$ cat src/hw/rtl/bpb_pkg.sv
`default_nettype none

package bpb_pkg;

	localparam logic [1:0] OP_GRID_WR = 2'd0;
	localparam logic [1:0] OP_PAL_WR  = 2'd1;
	localparam logic [1:0] OP_RENDER  = 2'd2;

	localparam logic REG_PAL_OFFSET  = 1'b0;
	localparam logic REG_BLUR_WEIGHT = 1'b1;

	localparam logic [8:0] BLUR_RESET = 9'd96;
	localparam logic [8:0] WEIGHT_MAX = 9'd256;

	typedef struct packed {
		logic [1:0]  op;
		logic [10:0] grid_index;
		logic [7:0]  grid_value;
		logic [7:0]  palette_index;
		logic [15:0] palette_color;
		logic [8:0]  pixel_x;
		logic [7:0]  pixel_y;
		logic [15:0] prev_color;
		logic [3:0]  dither;
	} bpb_item_t;

	typedef struct packed {
		logic       vld;
		logic [1:0] op;
	} bpb_ctl_t;

	typedef struct packed {
		logic [7:0]  palette_index;
		logic [15:0] palette_color;
		logic [15:0] prev_color;
		logic [3:0]  dither;
	} bpb_side_t;

	// a + floor((b - a) * w / 256), w in 0..256
	function automatic logic [7:0] lerp8(input logic [7:0] a, input logic [7:0] b,
			input logic [8:0] w);
		logic [16:0] s;
		s = 17'(a) * 17'(WEIGHT_MAX - w) + 17'(b) * 17'(w);
		return s[15:8];
	endfunction

endpackage

`default_nettype wire

$ cat src/hw/rtl/bpb_coord.sv
`default_nettype none

module bpb_coord #(
	parameter int CELL_SIZE = 8,
	parameter int GRID_COLS = 41,
	parameter int GRID_ROWS = 31,
	parameter int AW        = 11
) (
	input  wire                 clk,
	input  wire                 arst_n,
	input  wire                 in_vld,
	input  bpb_pkg::bpb_item_t  item,
	output bpb_pkg::bpb_ctl_t   ctl_s4,
	output bpb_pkg::bpb_side_t  side_s4,
	output logic                gw_en_s4,
	output logic [AW-1:0]       gw_addr_s4,
	output logic [7:0]          gw_data_s4,
	output logic [AW-1:0]       a00_s4,
	output logic [AW-1:0]       a01_s4,
	output logic [AW-1:0]       a10_s4,
	output logic [AW-1:0]       a11_s4,
	output logic [7:0]          fx_s4,
	output logic [7:0]          fy_s4
);
	import bpb_pkg::*;

	localparam int GRID_CELLS = GRID_COLS * GRID_ROWS;
	localparam int RW = $clog2(CELL_SIZE);
	localparam logic [15:0] RECIP = 16'(65536 / CELL_SIZE);
	localparam int FRAC = 256 / CELL_SIZE;
	localparam logic [7:0] COL_LAST = 8'(GRID_COLS - 1);
	localparam logic [7:0] ROW_LAST = 8'(GRID_ROWS - 1);

	// stage 1: registered item
	bpb_ctl_t  ctl_s1;
	bpb_item_t item_s1;
	bpb_side_t side_s1;
	logic      gw_en_c1;
	logic [24:0] px_c1;
	logic [23:0] py_c1;

	// stage 2: approximate quotients
	bpb_ctl_t    ctl_s2;
	bpb_side_t   side_s2;
	logic        gw_en_s2;
	logic [AW-1:0] gw_addr_s2;
	logic [7:0]  gw_data_s2;
	logic [8:0]  x_s2;
	logic [7:0]  y_s2;
	logic [8:0]  qx_s2;
	logic [7:0]  qy_s2;
	logic [15:0] rx_c2, ry_c2;
	logic [9:0]  gx_raw_c2, gy_raw_c2;
	logic [RW-1:0] remx_c2, remy_c2;
	logic [7:0]  gx_c2, gy_c2;

	// stage 3: clamped cell and remainder
	bpb_ctl_t    ctl_s3;
	bpb_side_t   side_s3;
	logic        gw_en_s3;
	logic [AW-1:0] gw_addr_s3;
	logic [7:0]  gw_data_s3;
	logic [7:0]  gx_s3, gy_s3;
	logic [RW-1:0] remx_s3, remy_s3;
	logic [7:0]  gx1_c3, gy1_c3;
	logic [16:0] row0_c3, row1_c3;

	always_comb begin
		side_s1.palette_index = item_s1.palette_index;
		side_s1.palette_color = item_s1.palette_color;
		side_s1.prev_color    = item_s1.prev_color;
		side_s1.dither        = item_s1.dither;
		gw_en_c1 = ctl_s1.vld && (item_s1.op == OP_GRID_WR) &&
			(17'(item_s1.grid_index) < 17'(GRID_CELLS));
		px_c1 = 25'(item_s1.pixel_x) * 25'(RECIP);
		py_c1 = 24'(item_s1.pixel_y) * 24'(RECIP);
	end

	always_comb begin
		rx_c2 = 16'(x_s2) - 16'(qx_s2) * 16'(CELL_SIZE);
		ry_c2 = 16'(y_s2) - 16'(qy_s2) * 16'(CELL_SIZE);
		if (rx_c2 >= 16'(CELL_SIZE)) begin
			gx_raw_c2 = 10'(qx_s2) + 10'd1;
			remx_c2   = RW'(rx_c2 - 16'(CELL_SIZE));
		end else begin
			gx_raw_c2 = 10'(qx_s2);
			remx_c2   = RW'(rx_c2);
		end
		if (ry_c2 >= 16'(CELL_SIZE)) begin
			gy_raw_c2 = 10'(qy_s2) + 10'd1;
			remy_c2   = RW'(ry_c2 - 16'(CELL_SIZE));
		end else begin
			gy_raw_c2 = 10'(qy_s2);
			remy_c2   = RW'(ry_c2);
		end
		gx_c2 = (gx_raw_c2 > 10'(GRID_COLS - 1)) ? COL_LAST : gx_raw_c2[7:0];
		gy_c2 = (gy_raw_c2 > 10'(GRID_ROWS - 1)) ? ROW_LAST : gy_raw_c2[7:0];
	end

	always_comb begin
		gx1_c3  = (gx_s3 < COL_LAST) ? gx_s3 + 8'd1 : gx_s3;
		gy1_c3  = (gy_s3 < ROW_LAST) ? gy_s3 + 8'd1 : gy_s3;
		row0_c3 = 17'(gy_s3) * 17'(GRID_COLS);
		row1_c3 = 17'(gy1_c3) * 17'(GRID_COLS);
	end

	always_ff @(posedge clk or negedge arst_n) begin
		if (!arst_n) begin
			ctl_s1   <= '0;
			ctl_s2   <= '0;
			ctl_s3   <= '0;
			ctl_s4   <= '0;
			gw_en_s2 <= 1'b0;
			gw_en_s3 <= 1'b0;
			gw_en_s4 <= 1'b0;
		end else begin
			ctl_s1.vld <= in_vld;
			ctl_s1.op  <= item.op;
			ctl_s2     <= ctl_s1;
			ctl_s3     <= ctl_s2;
			ctl_s4     <= ctl_s3;
			gw_en_s2   <= gw_en_c1;
			gw_en_s3   <= gw_en_s2;
			gw_en_s4   <= gw_en_s3;
		end
	end

	always_ff @(posedge clk) begin
		item_s1    <= item;

		side_s2    <= side_s1;
		gw_addr_s2 <= AW'(item_s1.grid_index);
		gw_data_s2 <= item_s1.grid_value;
		x_s2       <= item_s1.pixel_x;
		y_s2       <= item_s1.pixel_y;
		qx_s2      <= px_c1[24:16];
		qy_s2      <= py_c1[23:16];

		side_s3    <= side_s2;
		gw_addr_s3 <= gw_addr_s2;
		gw_data_s3 <= gw_data_s2;
		gx_s3      <= gx_c2;
		gy_s3      <= gy_c2;
		remx_s3    <= remx_c2;
		remy_s3    <= remy_c2;

		side_s4    <= side_s3;
		gw_addr_s4 <= gw_addr_s3;
		gw_data_s4 <= gw_data_s3;
		a00_s4     <= AW'(row0_c3 + 17'(gx_s3));
		a01_s4     <= AW'(row0_c3 + 17'(gx1_c3));
		a10_s4     <= AW'(row1_c3 + 17'(gx_s3));
		a11_s4     <= AW'(row1_c3 + 17'(gx1_c3));
		fx_s4      <= 8'(16'(remx_s3) * 16'(FRAC));
		fy_s4      <= 8'(16'(remy_s3) * 16'(FRAC));
	end

endmodule

`default_nettype wire

$ cat config.mk
export PLATFORM = sky130hd
export DESIGN_NAME = bpb_coord
export DESIGN_NICKNAME = d
export VERILOG_FILES = /design/src/hw/rtl/bpb_pkg.sv /design/src/hw/rtl/bpb_coord.sv
export SDC_FILE = /design/constraint.sdc
export NUM_CORES = 1
export LEC_CHECK = 0
export BUFFER_PORTS_ARGS = -buffer_cell sky130_fd_sc_hd__buf_2
export CAP_MARGIN = 20
export CORE_MARGIN = 2
export CORE_UTILIZATION = 30
export CTS_CLUSTER_SIZE = 14
export DETAILED_ROUTE_END_ITERATION = 8
export GPL_TIMING_DRIVEN = 1
export PLACE_DENSITY_LB_ADDON = 0.15
export SLEW_MARGIN = 20
export SYNTH_ARGS = -nofsm -noshare
export SYNTH_HDL_FRONTEND = slang
export SYNTH_SLANG_ARGS = --single-unit
export TNS_END_PERCENT = 10
$ cat constraint.sdc
create_clock -name clk -period 12.2 [get_ports clk]
set_clock_uncertainty 0.15 [all_clocks]
set_input_delay 0 -clock clk [delete_from_list [all_inputs] [get_ports clk]]
set_output_delay 0 -clock clk [all_outputs]
set_load 0.05 [all_outputs]
; Word level (Yosys, flattened, before mapping)
; Cells that the tools add are included.
; W data, S select, Z words.
[totals]
out_inout_bits = 127
reg_bits = 386
input_bits = 85
elab_cells = 82
[classes]
n_reduce_logical = 3
addsub = 12
magnitude_cmp = 7
mux = 6
n_mul = 2
[ops]
columns = op, n
row1 = $add A11 B8 Y11, 4
row2 = $ge A16 B4 Y1 const B, 2
row3 = $mul A8 B6 Y11 const B, 2
row4 = $add A8 B1 Y8 const B, 2
row5 = $mux W8, 2
row6 = $lt A11 B11 Y1 const B, 1
row7 = $gt A10 B5 Y1 const B, 1
row8 = $gt A10 B6 Y1 const B, 1
row9 = $sub A9 B9 Y10, 1
row10 = $sub A8 B8 Y9, 1
row11 = $lt A8 B5 Y1 const B, 1
row12 = $lt A8 B6 Y1 const B, 1
row13 = $add A6 B1 Y7 const B, 1
row14 = $mux W7, 1
row15 = $add A5 B1 Y6 const B, 1
row16 = $mux W3, 2
row17 = $mux W6, 1
row18 = $sub A3 B1 Y3 const B, 2
row19 = $logic_and A1 B1 Y1, 2
row20 = $logic_not A2 Y1, 1

; Logic depth before layout (Yosys ltp)
[logic_depth]
depth_word = 4
depth_mapped = 19
mapped_depth_nobuf = 19

; Least setup slack after synthesis
; No wires, ideal clock.
[synth_timing]
kind = register -> register
startpoint = register gy_s3[1]
endpoint = register a11_s4[9]
n_path_buf = 0
required_ns = 11.978
slack_ns = 8.196
setup_time_ns = 0.072
path_stages_with_launch = 17
synth_period_minus_slack_ns = 4.004
t_arrival_ns = 3.782
cell_sequence = dfxtp_1 > ha_1 > a41o_4 > ha_1 > inv_1 > fa_1 > inv_1 > ha_1 > inv_1 > fa_1 > inv_1 > ha_1 > a21o_1 > a21oi_1 > nor2_1 > a21oi_1 > xor2_1
[synth_between]
elab_chain_len = 4
elab_cells_between_ends = 5
classes_between = add/sub (2) / mul (1) / order compare (1) / mux (1)
[synth_lines]
columns = item, line_no
row1 = start: declaration, bpb_coord.sv:63  ; logic [7:0] gx_s3, gy_s3;
row2 = start signal: assignment, bpb_coord.sv:143  ; gy_s3 <= gy_c2;
row3 = $add A8 B1 Y8 or $lt A8 B5 Y1 (tied branches), bpb_coord.sv:102  ; gy1_c3 = (gy_s3 < ROW_LAST) ? gy_s3 + 8'd1 : gy_s3;
row4 = $mux W8 *, bpb_coord.sv:102
row5 = $mul A8 B6 Y11 *, bpb_coord.sv:104  ; row1_c3 = 17'(gy1_c3) * 17'(GRID_COLS);
row6 = $add A11 B8 Y11 *, bpb_coord.sv:153  ; a11_s4 <= AW'(row1_c3 + 17'(gx1_c3));
row7 = end signal: assignment, bpb_coord.sv:153
row8 = end: declaration, bpb_coord.sv:21  ; output logic [AW-1:0] a11_s4,
; Every way passes the cells marked *; elsewhere a longest branch is shown, timed or not.
; A chain may end at the register's enable or synchronous reset.

; Worst setup path after layout
; Same ends and word-level chain as after synthesis.

==> metrics.md <==
| Metric | Value |
|---|---|
| Hold Crit Class | `reg -> reg` |
| Multi-input logic area | `0.00238 sq mm` |
| Fill count | `3069` |
| Area delta synth->final | `45.7%` |
| Post-route ant nets | `0` |
| Worst vdd ir | `121 uV` |
| Most frequent cells in the layout | `355 x dfxtp_1, 201 x buf_2, 168 x dlygate4sd3_1` |
| Async SR Flop Fraction | `0.0405` |
| Max cap viols | `0` |
| R2R depth | `14` |
| Largest net degree at the start of global routing | `16` |
| Slew Limit Headroom | `0.559` |
| Site Rows | `66` |
| CTS Buf Count | `40` |
| Number of enable flip-flop cells after synthesis | `0` |
| Netlist Area Pre-Place | `0.0100 sq mm` |
| Initial antenna violation count | `0` |
| First-pass GRT wire length | `30300 microns` |
| H-tree depth | `2` |
| Sink Count | `370` |
| RR Startpoint | `gy_s3[1]$_SDFF_PN1_` |
| Total iterations of the first detailed-routing run | `4` |
| DR vias/cell | `3.84` |
| CP max FO | `13` |
| Max Freq | `0.228 GHz` |
| CP required | `12.49 ns` |
| Setup ws final | `7.82 ns` |
| Non-filler cells, final | `1571` |
| Core area | `0.0327 sq mm` |
| Inst Count DP | `1331` |
| Initial Util | `0.306` |
| Final worst path period share | `0.359` |
| Worst-path clk slew | `0.06 ns` |
| Lkg Pwr | `6.63 nW` |
| Vias post-DR | `6033` |
| Total track usage | `0.107` |
| Post-cts resize count | `0` |
| Vias in the first global route | `6248` |
| Startpoint types | `register` |
| Port bufs | `201` |
| CTS tree | `built` |
| Seq cells post-synth | `370` |
| Crit. End Element | `register` |
| CP startpoint | `gy_s3[1]$_SDFF_PN1_` |
| Largest cells by area after synthesis | `dfxtp_1 71%, ha_1 8.9%, dfrtp_1 3.8%` |
| Synth top area share | `0.711` |
| Pre-CTS setup slack | `7.83 ns` |
| Tot Pwr | `3.24 mW` |
| CTS Hold Buffers Added | `168` |
| Reg2Reg Capture Point | `a11_s4[9]$_DFF_P_` |
| Die ar. | `0.0348 sq mm` |
| Final setup vio count | `0` |
| Clk root buf | `clkbuf_16` |
| Die extent in y | `187 microns` |
| Commonest non-fill, non-tap cell in the layout | `dfxtp_1` |
| Register area share after synthesis | `0.748` |
| Antenna diodes | `0` |
| FF/Latch Area | `0.00748 sq mm` |
| Clk buf depth | `3` |
| Worst-Skew Late Latency | `0.52 ns` |
| Yosys warns | `0` |
| RSZ-0062 raised after global routing | `false` |
| Nets | `1261` |
| Syn Inst Count | `686` |
| Buf/Inv on CP | `2` |
| Yosys cell types | `49` |
| Least-Margin Pin Slew | `0.660 ns` |
| Largest delay contributor family on the critical path | `adder cells` |
| Worst setup path class | `reg -> reg` |
| CP most frequent cell | `ha_1` |
| Outcome | `finished clean` |
| Remaining routing DRC violations | `0` |
| Dpl hpwl | `12800 microns` |
| Tmin final | `4.38 ns` |
| Critical Path AT | `4.68 ns` |
| Wire length per cell | `11.8 microns` |
| Worst Setup EP | `a11_s4[9]$_DFF_P_` |
| Flop2flop setup slack | `7.82 ns` |
| Final Cell Area | `0.0146 sq mm` |
| Iter 0 DRT Violations | `120` |
| Final Hold Vio Count | `0` |
| Post-Syn Area per Cell | `14.6 sq um` |
| Cells along the critical path | `ha_1, a41o_4, ha_1, inv_1, fa_1, inv_1, ha_1, ha_1, a21o_1, a21oi_1, xor2_1, nor2_1, a21oi_1, xor2_1` |
| CP Depth | `14` |
| Layout cells sized above 1 | `0.243` |
| DRT Wirelength | `18600 microns` |
| Pwr dens | `223 mW/mm^2` |
| TNS Setup | `0 ns` |
| # IOs | `212` |
| Overflow left after global routing | `0` |
| Synth area leader | `dfxtp_1` |
| Routability cong. | `0.762` |
| Post-synth top flop | `dfxtp_1` |
| Die Wd | `187 microns` |
| Post-CTS setup repair buffer count | `0` |
| Area after DPL | `0.0115 sq mm` |
| CP peak stage delay | `0.66 ns` |
| Max-slew violations | `0` |
| CP max-delay cell | `dfxtp_1` |
==> cells by family (layout without fill, tap and decap cells) <==
family                   after synthesis  count (layout)  share of synthesized area
other                                  2              19                   0.000751
AO/OA/AOI/OAI                         73              73                     0.0515
AND/OR/NAND/NOR                       70              70                     0.0340
XOR/XNOR                              50              50                     0.0438
flip-flops                           370             370                      0.748
buffers and inverters                 43             469                     0.0199
adder cells (fa/ha/maj)               77              77                      0.101
multiplexers                           1               1                    0.00100
==> routing by layer <==
layer  GRT usage  up-vias  share of wire
met5           0        -              0
met4      0.0375        0          0.023
met3      0.0538       38           0.11
met2       0.184      183           0.47
met1       0.114     2736           0.40
li1            -     3076              -
==> cells in the mapped netlist, types with 6 or more instances <==
cell type and number:
nand3_1 8, nor2b_1 7, dfrtp_1 15, a21oi_1 23, o21a_1 6, nor2_1 21, inv_1 28, a21o_1 9
fa_1 6, nand2_1 13, buf_4 10, ha_1 71, xor2_1 14, xnor2_1 36, dfxtp_1 355, o21ai_0 7
==> worst min path at each step <==
stage                          start                     to  slack (ns)  cells past startpoint
6_report       gw_data_s3[0]$_DFF_P_  gw_data_s4[0]$_DFF_P_        0.17                      0
4_1_cts           item_s1[9]$_DFF_P_     side_s2[9]$_DFF_P_        0.17                      0
3_5_place_dp                  arst_n    ctl_s1[0]$_DFF_PN0_       -0.23                      1
2_1_floorplan                 arst_n    ctl_s1[0]$_DFF_PN0_       -0.45                      0
5_1_grt          item_s1[56]$_DFF_P_    side_s2[39]$_DFF_P_        0.17                      0
3_3_place_gp                  arst_n    ctl_s1[0]$_DFF_PN0_       -0.23                      1
==> registers in the layout, indices dropped and copies added (netlist names), 44 cells and up <==
signal,flops
side_s2,44
side_s4,44
item_s1,82
side_s3,44
==> final cells by class <==
cell class / count / area share
Inverter: 28 / 0.00721
Sequential cell: 370 / 0.514
Timing Repair Buffer: 369 / 0.184
Multi-Input combinational cell: 290 / 0.164
Clock buffer: 57 / 0.0807
Clock inverter: 15 / 0.0125
Tap cell: 442 / 0.0380
==> per-stage QoR <==
step,util,hold WS [ns]
floorplan,-,-0.446
global route,0.446,0.175
global placement,0.353,-0.232
detailed placement,0.353,-0.229
CTS,0.446,0.170
finish,0.446,0.166
==> where the power goes <==
group          switching (mW)  internal (mW)  leakage [nW]
Combinational           0.466          0.225          2.79
Clock                   0.471          0.721         0.662
Sequential             0.0294           1.33          3.18
(Power assumes the default switching activity.)
